[src/rtl/core/best_fit_block_allocator_core_defines.svh]
// Assertion macros for the allocator core.
`ifndef BEST_FIT_BLOCK_ALLOCATOR_CORE_DEFINES_SVH
`define BEST_FIT_BLOCK_ALLOCATOR_CORE_DEFINES_SVH

// Same-cycle implication.
`define BFA_ASSERT_IMPL(lbl, ante, cons) \
   lbl: assert property (@(posedge clock) disable iff (reset) (ante) |-> (cons)) \
      else $error("allocator assertion failed");

// Next-cycle implication.
`define BFA_ASSERT_NEXT(lbl, ante, cons) \
   lbl: assert property (@(posedge clock) disable iff (reset) (ante) |=> (cons)) \
      else $error("allocator assertion failed");

`endif

[src/rtl/core/bfa_pkg.sv]
package bfa_pkg;

   localparam int MAX_BLOCKS   = 32;
   localparam int OFFSET_BITS  = 16;
   localparam int HEADER_BYTES = 8;
   localparam int ALIGN_BYTES  = 8;
   localparam int ANCHOR_BYTES = 4;

   localparam int FIELD_W = 16;
   localparam int CALC_W  = 19;

   localparam logic [FIELD_W-1:0] REGION_RESET = 16'd4096;
   localparam logic [FIELD_W-1:0] OFF_MASK =
      FIELD_W'((64'd1 << OFFSET_BITS) - 64'd1);
   localparam int FIRST_DATA =
      ((ANCHOR_BYTES + HEADER_BYTES + ALIGN_BYTES - 1) / ALIGN_BYTES) * ALIGN_BYTES;

   localparam logic [1:0] CMD_INIT     = 2'd0;
   localparam logic [1:0] CMD_ALLOCATE = 2'd1;
   localparam logic [1:0] CMD_FREE     = 2'd2;
   localparam logic [1:0] CMD_RESIZE   = 2'd3;

   localparam logic [1:0] STATUS_OK      = 2'd0;
   localparam logic [1:0] STATUS_NOSPACE = 2'd1;
   localparam logic [1:0] STATUS_UNKNOWN = 2'd2;

   typedef enum logic [3:0] {
      OP_NONE,
      OP_START_A,
      OP_INIT,
      OP_SCAN_A,
      OP_START_B,
      OP_SCAN_B,
      OP_CHECK,
      OP_REM_T,
      OP_REM_PRE,
      OP_REM_FOL,
      OP_JOIN,
      OP_SPLIT,
      OP_PUSH_S,
      OP_PUSH_T,
      OP_LOAD
   } dp_op_type;

   typedef struct packed {
      dp_op_type op;
   } dp_cmd_type;

   typedef struct packed {
      logic [1:0] cmd;
      logic       scan_done;
      logic       found;
      logic       fail;
   } dp_stat_type;

   function automatic logic [CALC_W-1:0] round_up(input logic [CALC_W-1:0] a);
      return ((a + CALC_W'(ALIGN_BYTES - 1)) / CALC_W'(ALIGN_BYTES)) * CALC_W'(ALIGN_BYTES);
   endfunction

endpackage

[src/rtl/core/bfa_req_if.sv]
interface bfa_req_if;
   logic        valid;
   logic        ready;
   logic [1:0]  cmd;
   logic [15:0] block_offset;
   logic [15:0] request_bytes;

   modport source (output valid, cmd, block_offset, request_bytes, input ready);
   modport sink (input valid, cmd, block_offset, request_bytes, output ready);
endinterface

[src/rtl/core/bfa_rsp_if.sv]
interface bfa_rsp_if;
   logic        valid;
   logic        ready;
   logic [1:0]  status;
   logic [15:0] data_offset;
   logic        content_moved;
   logic [15:0] move_source;
   logic [15:0] move_bytes;

   modport source (output valid, status, data_offset, content_moved, move_source, move_bytes,
                   input ready);
   modport sink (input valid, status, data_offset, content_moved, move_source, move_bytes,
                 output ready);
endinterface

[src/rtl/core/bfa_ram.sv]
module bfa_ram #(
   parameter int WIDTH = 32,
   parameter int DEPTH = 32
) (
   input  logic                     clock,
   input  logic                     we,
   input  logic [$clog2(DEPTH)-1:0] waddr,
   input  logic [WIDTH-1:0]         wdata,
   input  logic [$clog2(DEPTH)-1:0] raddr,
   output logic [WIDTH-1:0]         rdata
);

   logic [WIDTH-1:0] mem_ff [DEPTH];
   logic [WIDTH-1:0] rdata_ff;

   always_ff @(posedge clock) begin
      if (we) begin
         mem_ff[waddr] <= wdata;
      end
      rdata_ff <= mem_ff[raddr];
   end

   assign rdata = rdata_ff;

endmodule

[src/rtl/core/bfa_ctrl.sv]
module bfa_ctrl (
   input  logic                 clock,
   input  logic                 reset,
   input  logic                 req_valid,
   input  logic [1:0]           req_cmd,
   output logic                 req_ready,
   output logic                 rsp_valid,
   input  logic                 rsp_ready,
   output bfa_pkg::dp_cmd_type  dp_cmd,
   input  bfa_pkg::dp_stat_type dp_stat
);

   typedef enum logic [13:0] {
      S_IDLE    = 14'b00000000000001,
      S_INIT    = 14'b00000000000010,
      S_SCAN_A  = 14'b00000000000100,
      S_START_B = 14'b00000000001000,
      S_SCAN_B  = 14'b00000000010000,
      S_CHECK   = 14'b00000000100000,
      S_REM_T   = 14'b00000001000000,
      S_REM_PRE = 14'b00000010000000,
      S_REM_FOL = 14'b00000100000000,
      S_JOIN    = 14'b00001000000000,
      S_SPLIT   = 14'b00010000000000,
      S_PUSH_S  = 14'b00100000000000,
      S_PUSH_T  = 14'b01000000000000,
      S_DONE    = 14'b10000000000000
   } state_type;

   state_type state_ff, state_in;
   logic      rsp_valid_ff, rsp_valid_in;
   logic      load;

   always_comb begin
      state_in  = state_ff;
      dp_cmd.op = bfa_pkg::OP_NONE;
      load      = 1'b0;
      case (state_ff)
         S_IDLE: begin
            if (req_valid) begin
               dp_cmd.op = bfa_pkg::OP_START_A;
               state_in  = (req_cmd == bfa_pkg::CMD_INIT) ? S_INIT : S_SCAN_A;
            end
         end
         S_INIT: begin
            dp_cmd.op = bfa_pkg::OP_INIT;
            state_in  = S_DONE;
         end
         S_SCAN_A: begin
            dp_cmd.op = bfa_pkg::OP_SCAN_A;
            if (dp_stat.scan_done) begin
               if (!dp_stat.found) begin
                  state_in = S_DONE;
               end else if (dp_stat.cmd == bfa_pkg::CMD_ALLOCATE) begin
                  state_in = S_REM_T;
               end else begin
                  state_in = S_START_B;
               end
            end
         end
         S_START_B: begin
            dp_cmd.op = bfa_pkg::OP_START_B;
            state_in  = S_SCAN_B;
         end
         S_SCAN_B: begin
            dp_cmd.op = bfa_pkg::OP_SCAN_B;
            if (dp_stat.scan_done) begin
               state_in = S_CHECK;
            end
         end
         S_CHECK: begin
            dp_cmd.op = bfa_pkg::OP_CHECK;
            if (dp_stat.cmd == bfa_pkg::CMD_RESIZE && dp_stat.fail) begin
               state_in = S_DONE;
            end else begin
               state_in = S_REM_PRE;
            end
         end
         S_REM_T: begin
            dp_cmd.op = bfa_pkg::OP_REM_T;
            state_in  = S_JOIN;
         end
         S_REM_PRE: begin
            dp_cmd.op = bfa_pkg::OP_REM_PRE;
            state_in  = S_REM_FOL;
         end
         S_REM_FOL: begin
            dp_cmd.op = bfa_pkg::OP_REM_FOL;
            state_in  = S_JOIN;
         end
         S_JOIN: begin
            dp_cmd.op = bfa_pkg::OP_JOIN;
            state_in  = S_SPLIT;
         end
         S_SPLIT: begin
            dp_cmd.op = bfa_pkg::OP_SPLIT;
            state_in  = (dp_stat.cmd == bfa_pkg::CMD_FREE) ? S_PUSH_T : S_PUSH_S;
         end
         S_PUSH_S: begin
            dp_cmd.op = bfa_pkg::OP_PUSH_S;
            state_in  = S_DONE;
         end
         S_PUSH_T: begin
            dp_cmd.op = bfa_pkg::OP_PUSH_T;
            state_in  = S_DONE;
         end
         S_DONE: begin
            if (!rsp_valid_ff || rsp_ready) begin
               dp_cmd.op = bfa_pkg::OP_LOAD;
               load      = 1'b1;
               state_in  = S_IDLE;
            end
         end
         default: begin
            state_in = S_IDLE;
         end
      endcase
   end

   always_comb begin
      rsp_valid_in = rsp_valid_ff;
      if (load) begin
         rsp_valid_in = 1'b1;
      end else if (rsp_ready) begin
         rsp_valid_in = 1'b0;
      end
   end

   always_ff @(posedge clock) begin
      if (reset) begin
         state_ff     <= S_IDLE;
         rsp_valid_ff <= 1'b0;
      end else begin
         state_ff     <= state_in;
         rsp_valid_ff <= rsp_valid_in;
      end
   end

   assign req_ready = (state_ff == S_IDLE);
   assign rsp_valid = rsp_valid_ff;

endmodule

[src/rtl/core/bfa_dp.sv]
module bfa_dp #(
   parameter int MAX_BLOCKS = bfa_pkg::MAX_BLOCKS
) (
   input  logic                 clock,
   input  logic                 reset,
   input  logic                 csr_valid,
   input  logic [15:0]          csr_data,
   input  logic [1:0]           req_cmd,
   input  logic [15:0]          req_block_offset,
   input  logic [15:0]          req_request_bytes,
   input  bfa_pkg::dp_cmd_type  dp_cmd,
   output bfa_pkg::dp_stat_type dp_stat,
   output logic [1:0]           rsp_status,
   output logic [15:0]          rsp_data_offset,
   output logic                 rsp_content_moved,
   output logic [15:0]          rsp_move_source,
   output logic [15:0]          rsp_move_bytes
);

   localparam int IW = $clog2(MAX_BLOCKS);
   localparam int CW = $clog2(MAX_BLOCKS + 1);
   localparam int FW = bfa_pkg::FIELD_W;
   localparam int AW = bfa_pkg::CALC_W;
   localparam logic [AW-1:0] HDR_C = AW'(bfa_pkg::HEADER_BYTES);
   localparam logic [FW-1:0] FIRST_C = FW'(bfa_pkg::FIRST_DATA);
   localparam logic [FW-1:0] FIRST_HDR = FW'(bfa_pkg::FIRST_DATA - bfa_pkg::HEADER_BYTES);

   logic [MAX_BLOCKS-1:0] in_use_ff, is_free_ff;
   logic [IW-1:0]         rank_ff [MAX_BLOCKS];
   logic [FW-1:0]         region_ff;

   logic [1:0]    cmd_ff;
   logic [FW-1:0] off_ff, req_ff;
   logic [CW-1:0] cnt_ff;
   logic          rd_v_ff;
   logic [IW-1:0] rd_idx_ff;
   logic          found_ff;
   logic [IW-1:0] t_idx_ff, t_rank_ff, i_idx_ff;
   logic [FW-1:0] t_hdr_ff, t_size_ff, i_hdr_ff, i_size_ff;
   logic          pre_ok_ff, fol_ok_ff;
   logic [IW-1:0] pre_idx_ff, pre_rank_ff, fol_idx_ff, fol_rank_ff;
   logic [FW-1:0] pre_hdr_ff, pre_size_ff, fol_size_ff;
   logic          fu_ok_ff, s_ok_ff, fail_ff, split_ff;
   logic [IW-1:0] fu_idx_ff, s_idx_ff;
   logic [FW-1:0] s_hdr_ff, s_size_ff;
   logic [AW-1:0] tot_ff;

   logic [1:0]    status_ff;
   logic [FW-1:0] data_off_ff, msrc_ff, mbytes_ff;
   logic          moved_ff;

   logic          ram_we;
   logic [IW-1:0] ram_waddr;
   logic [2*FW-1:0] ram_wdata, ram_rdata;

   bfa_ram #(
      .WIDTH (2 * FW),
      .DEPTH (MAX_BLOCKS)
   ) u_ram (
      .clock (clock),
      .we    (ram_we),
      .waddr (ram_waddr),
      .wdata (ram_wdata),
      .raddr (cnt_ff[IW-1:0]),
      .rdata (ram_rdata)
   );

   logic [FW-1:0] e_hdr, e_size;
   logic          e_use, e_free;
   logic [IW-1:0] e_rank;
   logic [AW-1:0] e_data, e_end, i_data, i_end;
   logic          scan_step, scan_a, scan_b;

   assign e_hdr     = ram_rdata[2*FW-1:FW];
   assign e_size    = ram_rdata[FW-1:0];
   assign e_use     = in_use_ff[rd_idx_ff];
   assign e_free    = is_free_ff[rd_idx_ff];
   assign e_rank    = rank_ff[rd_idx_ff];
   assign e_data    = AW'(e_hdr) + HDR_C;
   assign e_end     = e_data + AW'(e_size);
   assign i_data    = AW'(i_hdr_ff) + HDR_C;
   assign i_end     = i_data + AW'(i_size_ff);
   assign scan_a    = (dp_cmd.op == bfa_pkg::OP_SCAN_A);
   assign scan_b    = (dp_cmd.op == bfa_pkg::OP_SCAN_B);
   assign scan_step = scan_a || scan_b;

   logic [AW-1:0] tot_calc;
   assign tot_calc = AW'(i_size_ff)
                   + (pre_ok_ff ? AW'(pre_size_ff) + HDR_C : '0)
                   + (fol_ok_ff ? AW'(fol_size_ff) + HDR_C : '0);

   logic [AW-1:0] t_data, t_end, sp_start;
   logic          split_ok;
   assign t_data   = AW'(t_hdr_ff) + HDR_C;
   assign t_end    = t_data + AW'(t_size_ff);
   assign sp_start = bfa_pkg::round_up(t_data + AW'(req_ff) + HDR_C);
   assign split_ok = (cmd_ff != bfa_pkg::CMD_FREE) && (sp_start <= t_end) && s_ok_ff;

   logic          s_ok_c;
   logic [IW-1:0] s_idx_c;
   always_comb begin
      s_ok_c  = fu_ok_ff;
      s_idx_c = fu_idx_ff;
      if (fol_ok_ff && (!s_ok_c || fol_idx_ff < s_idx_c)) begin
         s_ok_c  = 1'b1;
         s_idx_c = fol_idx_ff;
      end
      if (pre_ok_ff && (!s_ok_c || i_idx_ff < s_idx_c)) begin
         s_ok_c  = 1'b1;
         s_idx_c = i_idx_ff;
      end
   end

   logic          rem_en, push_en;
   logic [IW-1:0] rem_x, rem_r, push_x;
   always_comb begin
      rem_en  = 1'b0;
      rem_x   = t_idx_ff;
      rem_r   = t_rank_ff;
      push_en = 1'b0;
      push_x  = t_idx_ff;
      case (dp_cmd.op)
         bfa_pkg::OP_REM_T: begin
            rem_en = 1'b1;
         end
         bfa_pkg::OP_REM_PRE: begin
            rem_en = pre_ok_ff;
            rem_x  = pre_idx_ff;
            rem_r  = pre_rank_ff;
         end
         bfa_pkg::OP_REM_FOL: begin
            rem_en = fol_ok_ff;
            rem_x  = fol_idx_ff;
            rem_r  = fol_rank_ff;
         end
         bfa_pkg::OP_PUSH_S: begin
            push_en = split_ff;
            push_x  = s_idx_ff;
         end
         bfa_pkg::OP_PUSH_T: begin
            push_en = 1'b1;
         end
         default: begin
         end
      endcase
   end

   always_comb begin
      ram_we    = 1'b0;
      ram_waddr = t_idx_ff;
      ram_wdata = {t_hdr_ff, t_size_ff};
      case (dp_cmd.op)
         bfa_pkg::OP_INIT: begin
            ram_we    = 1'b1;
            ram_waddr = '0;
            ram_wdata = {FIRST_HDR, (region_ff > FIRST_C) ? region_ff - FIRST_C : FW'(0)};
         end
         bfa_pkg::OP_SPLIT: begin
            ram_we    = 1'b1;
            ram_wdata = {t_hdr_ff, split_ok ? FW'(sp_start - HDR_C - t_data) : t_size_ff};
         end
         bfa_pkg::OP_PUSH_S: begin
            ram_we    = split_ff;
            ram_waddr = s_idx_ff;
            ram_wdata = {s_hdr_ff, s_size_ff};
         end
         default: begin
         end
      endcase
   end

   always_ff @(posedge clock) begin
      if (reset) begin
         region_ff <= bfa_pkg::REGION_RESET;
      end else if (csr_valid) begin
         region_ff <= csr_data;
      end
   end

   // free-list table
   always_ff @(posedge clock) begin
      if (reset) begin
         in_use_ff  <= '0;
         is_free_ff <= '0;
      end else begin
         if (dp_cmd.op == bfa_pkg::OP_INIT) begin
            in_use_ff     <= MAX_BLOCKS'(1);
            is_free_ff    <= MAX_BLOCKS'(1);
            rank_ff[0]    <= '0;
         end
         if (rem_en) begin
            for (int j = 0; j < MAX_BLOCKS; j++) begin
               if (in_use_ff[j] && is_free_ff[j] && rank_ff[j] > rem_r) begin
                  rank_ff[j] <= rank_ff[j] - IW'(1);
               end
            end
            is_free_ff[rem_x] <= 1'b0;
            rank_ff[rem_x]    <= '0;
         end
         if (push_en) begin
            for (int j = 0; j < MAX_BLOCKS; j++) begin
               if (in_use_ff[j] && is_free_ff[j]) begin
                  rank_ff[j] <= rank_ff[j] + IW'(1);
               end
            end
            in_use_ff[push_x]  <= 1'b1;
            is_free_ff[push_x] <= 1'b1;
            rank_ff[push_x]    <= '0;
         end
         if (dp_cmd.op == bfa_pkg::OP_JOIN) begin
            if (fol_ok_ff) begin
               in_use_ff[fol_idx_ff] <= 1'b0;
            end
            if (pre_ok_ff) begin
               in_use_ff[i_idx_ff] <= 1'b0;
            end
         end
      end
   end

   // scan and working registers
   always_ff @(posedge clock) begin
      if (dp_cmd.op == bfa_pkg::OP_START_A) begin
         cmd_ff    <= req_cmd;
         off_ff    <= req_block_offset;
         req_ff    <= req_request_bytes;
         found_ff  <= 1'b0;
         fu_ok_ff  <= 1'b0;
         pre_ok_ff <= 1'b0;
         fol_ok_ff <= 1'b0;
         fail_ff   <= 1'b0;
         split_ff  <= 1'b0;
      end
      if (dp_cmd.op == bfa_pkg::OP_START_A || dp_cmd.op == bfa_pkg::OP_START_B) begin
         cnt_ff  <= '0;
         rd_v_ff <= 1'b0;
      end
      if (scan_step) begin
         if (cnt_ff != CW'(MAX_BLOCKS)) begin
            cnt_ff    <= cnt_ff + CW'(1);
            rd_v_ff   <= 1'b1;
            rd_idx_ff <= cnt_ff[IW-1:0];
         end else begin
            rd_v_ff <= 1'b0;
         end
         if (rd_v_ff && !e_use && !fu_ok_ff) begin
            fu_ok_ff  <= 1'b1;
            fu_idx_ff <= rd_idx_ff;
         end
      end
      if (scan_a && rd_v_ff && e_use) begin
         if (cmd_ff == bfa_pkg::CMD_ALLOCATE) begin
            if (e_free && e_size >= req_ff &&
                (!found_ff || e_size < t_size_ff ||
                 (e_size == t_size_ff && e_rank < t_rank_ff))) begin
               found_ff  <= 1'b1;
               t_idx_ff  <= rd_idx_ff;
               t_hdr_ff  <= e_hdr;
               t_size_ff <= e_size;
               t_rank_ff <= e_rank;
            end
         end else if (!e_free && !found_ff && e_data == AW'(off_ff)) begin
            found_ff  <= 1'b1;
            i_idx_ff  <= rd_idx_ff;
            i_hdr_ff  <= e_hdr;
            i_size_ff <= e_size;
         end
      end
      if (scan_b && rd_v_ff && e_use && e_free) begin
         if (e_end == AW'(i_hdr_ff)) begin
            pre_ok_ff   <= 1'b1;
            pre_idx_ff  <= rd_idx_ff;
            pre_hdr_ff  <= e_hdr;
            pre_size_ff <= e_size;
            pre_rank_ff <= e_rank;
         end
         if (i_end == AW'(e_hdr)) begin
            fol_ok_ff   <= 1'b1;
            fol_idx_ff  <= rd_idx_ff;
            fol_size_ff <= e_size;
            fol_rank_ff <= e_rank;
         end
      end
      if (dp_cmd.op == bfa_pkg::OP_CHECK) begin
         tot_ff  <= tot_calc;
         fail_ff <= (cmd_ff == bfa_pkg::CMD_RESIZE) && (tot_calc < AW'(req_ff));
      end
      if (dp_cmd.op == bfa_pkg::OP_REM_PRE && pre_ok_ff && fol_ok_ff &&
          fol_rank_ff > pre_rank_ff) begin
         fol_rank_ff <= fol_rank_ff - IW'(1);
      end
      if (dp_cmd.op == bfa_pkg::OP_JOIN) begin
         s_ok_ff  <= s_ok_c;
         s_idx_ff <= s_idx_c;
         if (cmd_ff != bfa_pkg::CMD_ALLOCATE) begin
            t_idx_ff  <= pre_ok_ff ? pre_idx_ff : i_idx_ff;
            t_hdr_ff  <= pre_ok_ff ? pre_hdr_ff : i_hdr_ff;
            t_size_ff <= FW'(tot_ff);
         end
      end
      if (dp_cmd.op == bfa_pkg::OP_SPLIT) begin
         split_ff  <= split_ok;
         s_hdr_ff  <= FW'(sp_start - HDR_C);
         s_size_ff <= FW'(t_end - sp_start);
      end
   end

   logic [1:0] status_c;
   always_comb begin
      case (cmd_ff)
         bfa_pkg::CMD_ALLOCATE: status_c = found_ff ? bfa_pkg::STATUS_OK
                                                    : bfa_pkg::STATUS_NOSPACE;
         bfa_pkg::CMD_FREE: status_c = (off_ff == '0 || found_ff) ? bfa_pkg::STATUS_OK
                                                                 : bfa_pkg::STATUS_UNKNOWN;
         bfa_pkg::CMD_RESIZE: status_c = !found_ff ? bfa_pkg::STATUS_UNKNOWN
                                       : fail_ff ? bfa_pkg::STATUS_NOSPACE
                                                 : bfa_pkg::STATUS_OK;
         default: status_c = bfa_pkg::STATUS_OK;
      endcase
   end

   always_ff @(posedge clock) begin
      if (dp_cmd.op == bfa_pkg::OP_LOAD) begin
         status_ff   <= status_c;
         data_off_ff <= '0;
         moved_ff    <= 1'b0;
         msrc_ff     <= '0;
         mbytes_ff   <= '0;
         if (status_c == bfa_pkg::STATUS_OK &&
             (cmd_ff == bfa_pkg::CMD_ALLOCATE || cmd_ff == bfa_pkg::CMD_RESIZE)) begin
            data_off_ff <= FW'(t_data) & bfa_pkg::OFF_MASK;
         end
         if (status_c == bfa_pkg::STATUS_OK && cmd_ff == bfa_pkg::CMD_RESIZE && pre_ok_ff) begin
            moved_ff  <= 1'b1;
            msrc_ff   <= off_ff & bfa_pkg::OFF_MASK;
            mbytes_ff <= (i_size_ff < req_ff) ? i_size_ff : req_ff;
         end
      end
   end

   assign dp_stat.cmd       = cmd_ff;
   assign dp_stat.scan_done = (cnt_ff == CW'(MAX_BLOCKS)) && !rd_v_ff;
   assign dp_stat.found     = found_ff;
   assign dp_stat.fail      = (tot_calc < AW'(req_ff));

   assign rsp_status        = status_ff;
   assign rsp_data_offset   = data_off_ff;
   assign rsp_content_moved = moved_ff;
   assign rsp_move_source   = msrc_ff;
   assign rsp_move_bytes    = mbytes_ff;

endmodule

[src/rtl/core/best_fit_block_allocator_core.sv]
// Flow: init writes the first block; allocate scans the table once, free and resize
// scan it twice, and a miss or a failed resize ends the item early.
// Throughput: one item at a time; the next is taken the cycle after the result loads,
// and a held result stalls the input. Each scan walks one entry a cycle
// through the single read port of the header/size memory.
// Reset: synchronous; empties the table (no block until init), region_bytes to 4096.
`include "best_fit_block_allocator_core_defines.svh"

module best_fit_block_allocator_core #(
   parameter int MAX_BLOCKS = bfa_pkg::MAX_BLOCKS
) (
   input  logic         clock,
   input  logic         reset,
   bfa_req_if.sink      req_ch,
   bfa_rsp_if.source    rsp_ch,
   input  logic         csr_valid,
   output logic         csr_ready,
   input  logic [15:0]  csr_data
);

   bfa_pkg::dp_cmd_type  dp_cmd;
   bfa_pkg::dp_stat_type dp_stat;

   assign csr_ready = 1'b1;

   bfa_ctrl u_ctrl (
      .clock     (clock),
      .reset     (reset),
      .req_valid (req_ch.valid),
      .req_cmd   (req_ch.cmd),
      .req_ready (req_ch.ready),
      .rsp_valid (rsp_ch.valid),
      .rsp_ready (rsp_ch.ready),
      .dp_cmd    (dp_cmd),
      .dp_stat   (dp_stat)
   );

   bfa_dp #(
      .MAX_BLOCKS (MAX_BLOCKS)
   ) u_dp (
      .clock             (clock),
      .reset             (reset),
      .csr_valid         (csr_valid),
      .csr_data          (csr_data),
      .req_cmd           (req_ch.cmd),
      .req_block_offset  (req_ch.block_offset),
      .req_request_bytes (req_ch.request_bytes),
      .dp_cmd            (dp_cmd),
      .dp_stat           (dp_stat),
      .rsp_status        (rsp_ch.status),
      .rsp_data_offset   (rsp_ch.data_offset),
      .rsp_content_moved (rsp_ch.content_moved),
      .rsp_move_source   (rsp_ch.move_source),
      .rsp_move_bytes    (rsp_ch.move_bytes)
   );

   `BFA_ASSERT_IMPL(a_nospace_no_offset, rsp_ch.valid && rsp_ch.status == bfa_pkg::STATUS_NOSPACE, rsp_ch.data_offset == '0)
   `BFA_ASSERT_IMPL(a_move_only_ok, rsp_ch.valid && rsp_ch.content_moved, rsp_ch.status == bfa_pkg::STATUS_OK)
   `BFA_ASSERT_NEXT(a_one_item, req_ch.valid && req_ch.ready, !req_ch.ready)

endmodule

[src/flat_wrapper.sv]
// flat-port wrapper written by rule: the top's interface ports become plain ports
module best_fit_block_allocator_core_flat 
#(
   parameter int MAX_BLOCKS = bfa_pkg::MAX_BLOCKS
)
  (clock, reset, csr_valid, csr_ready, csr_data, req_ch_valid, req_ch_cmd, req_ch_block_offset, req_ch_request_bytes, req_ch_ready, rsp_ch_valid, rsp_ch_status, rsp_ch_data_offset, rsp_ch_content_moved, rsp_ch_move_source, rsp_ch_move_bytes, rsp_ch_ready);
  bfa_req_if req_ch_i ();
  bfa_rsp_if rsp_ch_i ();
  input  logic clock;
  input  logic reset;
  input  logic csr_valid;
  output logic csr_ready;
  input  logic [15:0] csr_data;
  input wire logic [$bits(req_ch_i.valid)-1:0] req_ch_valid;
  input wire logic [$bits(req_ch_i.cmd)-1:0] req_ch_cmd;
  input wire logic [$bits(req_ch_i.block_offset)-1:0] req_ch_block_offset;
  input wire logic [$bits(req_ch_i.request_bytes)-1:0] req_ch_request_bytes;
  output wire logic [$bits(req_ch_i.ready)-1:0] req_ch_ready;
  output wire logic [$bits(rsp_ch_i.valid)-1:0] rsp_ch_valid;
  output wire logic [$bits(rsp_ch_i.status)-1:0] rsp_ch_status;
  output wire logic [$bits(rsp_ch_i.data_offset)-1:0] rsp_ch_data_offset;
  output wire logic [$bits(rsp_ch_i.content_moved)-1:0] rsp_ch_content_moved;
  output wire logic [$bits(rsp_ch_i.move_source)-1:0] rsp_ch_move_source;
  output wire logic [$bits(rsp_ch_i.move_bytes)-1:0] rsp_ch_move_bytes;
  input wire logic [$bits(rsp_ch_i.ready)-1:0] rsp_ch_ready;
  assign req_ch_i.valid = req_ch_valid;
  assign req_ch_i.cmd = req_ch_cmd;
  assign req_ch_i.block_offset = req_ch_block_offset;
  assign req_ch_i.request_bytes = req_ch_request_bytes;
  assign req_ch_ready = req_ch_i.ready;
  assign rsp_ch_valid = rsp_ch_i.valid;
  assign rsp_ch_status = rsp_ch_i.status;
  assign rsp_ch_data_offset = rsp_ch_i.data_offset;
  assign rsp_ch_content_moved = rsp_ch_i.content_moved;
  assign rsp_ch_move_source = rsp_ch_i.move_source;
  assign rsp_ch_move_bytes = rsp_ch_i.move_bytes;
  assign rsp_ch_i.ready = rsp_ch_ready;
  best_fit_block_allocator_core #(.MAX_BLOCKS(MAX_BLOCKS)) u_core (.clock(clock), .reset(reset), .req_ch(req_ch_i), .rsp_ch(rsp_ch_i), .csr_valid(csr_valid), .csr_ready(csr_ready), .csr_data(csr_data));
endmodule
[config.mk]
export PLATFORM = sky130hd
export DESIGN_NAME = best_fit_block_allocator_core_flat
export DESIGN_NICKNAME = d
export VERILOG_FILES = /design/src/rtl/core/bfa_pkg.sv /design/src/rtl/core/bfa_req_if.sv /design/src/rtl/core/bfa_rsp_if.sv /design/src/rtl/core/bfa_ram.sv /design/src/rtl/core/bfa_ctrl.sv /design/src/rtl/core/bfa_dp.sv /design/src/rtl/core/best_fit_block_allocator_core.sv /design/src/flat_wrapper.sv
export VERILOG_INCLUDE_DIRS = /design/src /design/src/rtl/core
export SDC_FILE = /design/constraint.sdc
export NUM_CORES = 2
export LEC_CHECK = 0
export BUFFER_PORTS_ARGS = -buffer_cell sky130_fd_sc_hd__buf_2
export CAP_MARGIN = 30
export CORE_MARGIN = 1
export CORE_UTILIZATION = 30
export CTS_BUF_LIST = sky130_fd_sc_hd__clkbuf_4 sky130_fd_sc_hd__clkbuf_8 sky130_fd_sc_hd__clkbuf_16
export CTS_CLUSTER_SIZE = 14
export DETAILED_ROUTE_END_ITERATION = 8
export SETUP_SLACK_MARGIN = 0.4
export SYNTH_ARGS = -nofsm -noshare
export SYNTH_HDL_FRONTEND = slang
export SYNTH_HIERARCHICAL = 1
export SYNTH_SLANG_ARGS = --single-unit
export TNS_END_PERCENT = 20
[constraint.sdc]
create_clock -name clock -period 10.7 [get_ports clock]
set_input_delay 2.14 -clock clock [delete_from_list [all_inputs] [get_ports clock]]
set_output_delay 2.14 -clock clock [all_outputs]
set_load 0.02 [all_outputs]
==> results.toml <==
[outcome]
status = "finished clean"

[yosys]
synth-seq-cells = 1622
synth_seq_area_share = 0.5540
avgSynthCellArea_um2 = 12.23
yosys.cell_types.count = 95
async_flop_share = 0
yosys_warnings = 6
ys.flop_type = "edfxtp_1"
syn_area_um2 = 81790
synth-edff-count = 1283
syn_inst = 6688
syn_nets = 7272

[grt]
grt_usage = 0.1798
grt_first_pass_wirelength_mm = 367.0
grt_max_degree = 117
grt_overflow = 0
grt_antenna_before_repair = 22
grt_pass1_vias = 54780

[worst_setup_path]
timing.rr.start = "u_core/u_dp/t_hdr_ff[3]$_DFF_P_"
crit_fanout = 32
criticalPathCategory = "flip-flop to flip-flop"
critPathBufInv = 2
cp.arrival_ps = 8700
reg2reg_depth = 28
cp_top_family = "simple AND/OR/NAND/NOR gates"
critPathMaxStageDelay_ps = 760
start_kind = "flip-flop"
ff2ff_setup_slack_ps = 2460
path_common_cell = "ha_1"
cp.required_ps = 11160
end_kind = "flip-flop"
reg2reg_to = "u_core/u_dp/u_ram/mem_ff[14][10]$_DFFE_PP_"
crit_slowest_cell = "nand2_1"

[hold_path]
hp-class = "flip-flop to flip-flop"
whs_endpoint = "u_core/u_dp/rank_ff[8][4]$_SDFFE_PP0P_"
hold_path_depth = 2
hold_start = "u_core/u_dp/rank_ff[8][4]$_SDFFE_PP0P_"

[timing]
setup_ws_ps = 2458
fin_worst_skew_ps = 86.77
worstMarginPinSlew_ps = 1122
min_period_ps = 8242
rsz0062_at_grt = "no"
setup_tns_ps = 0
min_period_over_period = 0.7703
hold_viol = 0
maxSlewViolCount = 0
fmax_mhz = 121.3
max-slew-margin-rel = 0.2493
final-setup-viol-count = 0

[cells_and_area]
final_common_cell = "edfxtp_1"
layout.cells.most_common_list = "edfxtp_1, mux2i_1, nor2_1, ha_1, a21oi_1"
drive_gt1_frac = 0.1053
area_growth_pct = 13.92
final_net_count = 7424
final.fill_count = 26430
design_area_um2 = 93170

[drt]
ant_nets = 0
viasPerCell = 5.311
drt-total-wl_mm = 251.9
drc = 0
drt_iter0_markers = 5289
drt_pre_antenna_iters = 7
vias = 56050
drt-wirelength-per-cell_um = 23.87

[cts]
ctsHoldBuffers = 0
cts_resized = 0
cts_setup_buffers = 0
clk_pin_slew_ps = 60
htreeDepth = 4
cts_max_path_buffers = 3
clockRootBuffer = "clkbuf_16"
clock_latency_ps = 850
cts_sinks = 1622
cts_buffers = 169
cts_tree = "yes"

[place]
pre_cts_ws_ps = 2467
hpwl_mm = 162.8
gp_congestion = 0.9259
dpl_cell_area_um2 = 87210
port_buffers = 107

[floorplan]
core_area_um2 = 271000
fp.dieArea_um2 = 274700
num_io_pins = 109
die_y_um = 524.1
row_count = 191
start_util = 0.3018
die_w_um = 524.1

[run]
drv_cap = 0

[pwr]
ir_worst_vdd_mv = 0.1518
leakagePower_nw = 33.81
p_total_mw = 14.17
power.density_nw_per_um2 = 152.1
==> state kept, by name, indices dropped and copies added (netlist names), 32 cells and up, named ones only <==
register and cells:
u_core/u_dp/u_ram/mem_ff 1024, u_core/u_dp/is_free_ff 32, u_core/u_dp/u_ram/rdata 32, u_core/u_dp/rank_ff 160, u_core/u_dp/in_use_ff 32
==> cell usage after synthesis, types with 15 or more instances <==
| cell type | instances | area, um2 |
|---|---|---|
| inv_1 | 236 | 885.9 |
| and2_1 | 44 | 275.3 |
| a22oi_1 | 100 | 750.7 |
| clkbuf_1 | 139 | 521.8 |
| nand2_1 | 373 | 1400 |
| a22o_1 | 71 | 621.9 |
| a21o_1 | 100 | 750.7 |
| nor3_1 | 93 | 465.5 |
| xor2_1 | 154 | 1349 |
| nand2b_1 | 66 | 412.9 |
| buf_4 | 40 | 300.3 |
| o2111ai_1 | 20 | 175.2 |
| nor2b_1 | 79 | 494.2 |
| fa_1 | 52 | 1041 |
| mux2i_1 | 622 | 6226 |
| edfxtp_1 | 1283 | 38530 |
| ha_1 | 477 | 5968 |
| o21ai_0 | 196 | 980.9 |
| mux4_2 | 60 | 1351 |
| nand4_1 | 28 | 175.2 |
| buf_2 | 37 | 185.2 |
| nand3_1 | 279 | 1396 |
| and3_1 | 35 | 219.0 |
| xnor2_1 | 170 | 1489 |
| buf_1 | 19 | 71.32 |
| o21a_1 | 60 | 450.4 |
| o22ai_1 | 37 | 231.5 |
| a31oi_1 | 60 | 375.4 |
| a21oi_1 | 468 | 2342 |
| o31ai_1 | 18 | 135.1 |
| or3_1 | 40 | 250.2 |
| a21boi_0 | 15 | 112.6 |
| buf_6 | 21 | 236.5 |
| a211oi_1 | 43 | 322.8 |
| nand3b_1 | 16 | 120.1 |
| a221oi_1 | 33 | 289.0 |
| dfxtp_1 | 339 | 6787 |
| nor2_1 | 559 | 2098 |
==> worst max path at each step <==
stage / startpoint / endpoint / slack [ps] / cells past startpoint
4_1_cts: u_core/u_dp/t_hdr_ff[3]$_DFF_P_ / u_core/u_dp/u_ram/mem_ff[26][7]$_DFFE_PP_ / 2460 / 28
2_1_floorplan: rsp_ch_ready / u_core/u_dp/rank_ff[21][4]$_SDFFE_PP0P_ / 2920 / 23
3_3_place_gp: u_core/u_dp/t_hdr_ff[3]$_DFF_P_ / u_core/u_dp/u_ram/mem_ff[31][7]$_DFFE_PP_ / 2650 / 28
3_5_place_dp: u_core/u_dp/t_hdr_ff[3]$_DFF_P_ / u_core/u_dp/u_ram/mem_ff[2][7]$_DFFE_PP_ / 2470 / 28
5_1_grt: u_core/u_dp/t_hdr_ff[3]$_DFF_P_ / u_core/u_dp/u_ram/mem_ff[10][10]$_DFFE_PP_ / 1780 / 28
6_report: u_core/u_dp/t_hdr_ff[3]$_DFF_P_ / u_core/u_dp/u_ram/mem_ff[14][10]$_DFFE_PP_ / 2460 / 28
==> report_power, final <==
part	switching (mW)	internal, mW	leakage [nW]
clock network	2.61	3.59	2.93
logic	0.664	0.414	15.6
registers	0.0811	6.81	15.3
==> stage by stage <==
stage               utilization  instances  hold slack, ps
global placement         0.3203      10210           489.1
global route             0.3438      10550           537.2
finish                   0.3438      10550           509.9
floorplan                     -       6688           423.7
CTS                      0.3436      10550           508.3
detailed placement       0.3218      10240           483.4
==> layout make-up <==
type,count,area (um2),area share
antenna,4,10.01,0.0001074
clock buffer,222,4723,0.05070
clock inverter,89,1184,0.01270
inverter,236,885.9,0.009508
multi-input combinational,4568,34730,0.3728
sequential,1622,45320,0.4864
tap,3570,4467,0.04794
timing repair buffer,243,1844,0.01979
==> metal layers <==
metal,routed length (um),vias to the layer above,GRT usage,share of wire
met5,0,-,0,0
met4,11030,0,0.07837,0.044
met3,16800,479,0.02447,0.067
met2,120000,2197,0.3018,0.48
met1,104100,28030,0.2309,0.41
li1,-,25350,-,-
==> worst register-to-register path, delay by kind of cell, from the launching register on <==
family / cells / cell delay (ps)
AO/OA/AOI/OAI: 11 / 2280
XOR/XNOR: 2 / 680
adder cells (fa/ha/maj): 4 / 1290
buffers and inverters: 2 / 420
flip-flops: 1 / 600
AND/OR/NAND/NOR: 9 / 2610
==> cell families after synthesis <==
group,share of synthesized area
DFF,0.5540
and+or+nand+nor,0.09850
AOI/OAI and AO/OA,0.1014
other,0.00004585
buffers and inverters,0.02774
xor gates and xnor gates,0.03489
adders and majority gates,0.08594
muxes,0.09742
Note: power is estimated with default switching activity, not from simulation.
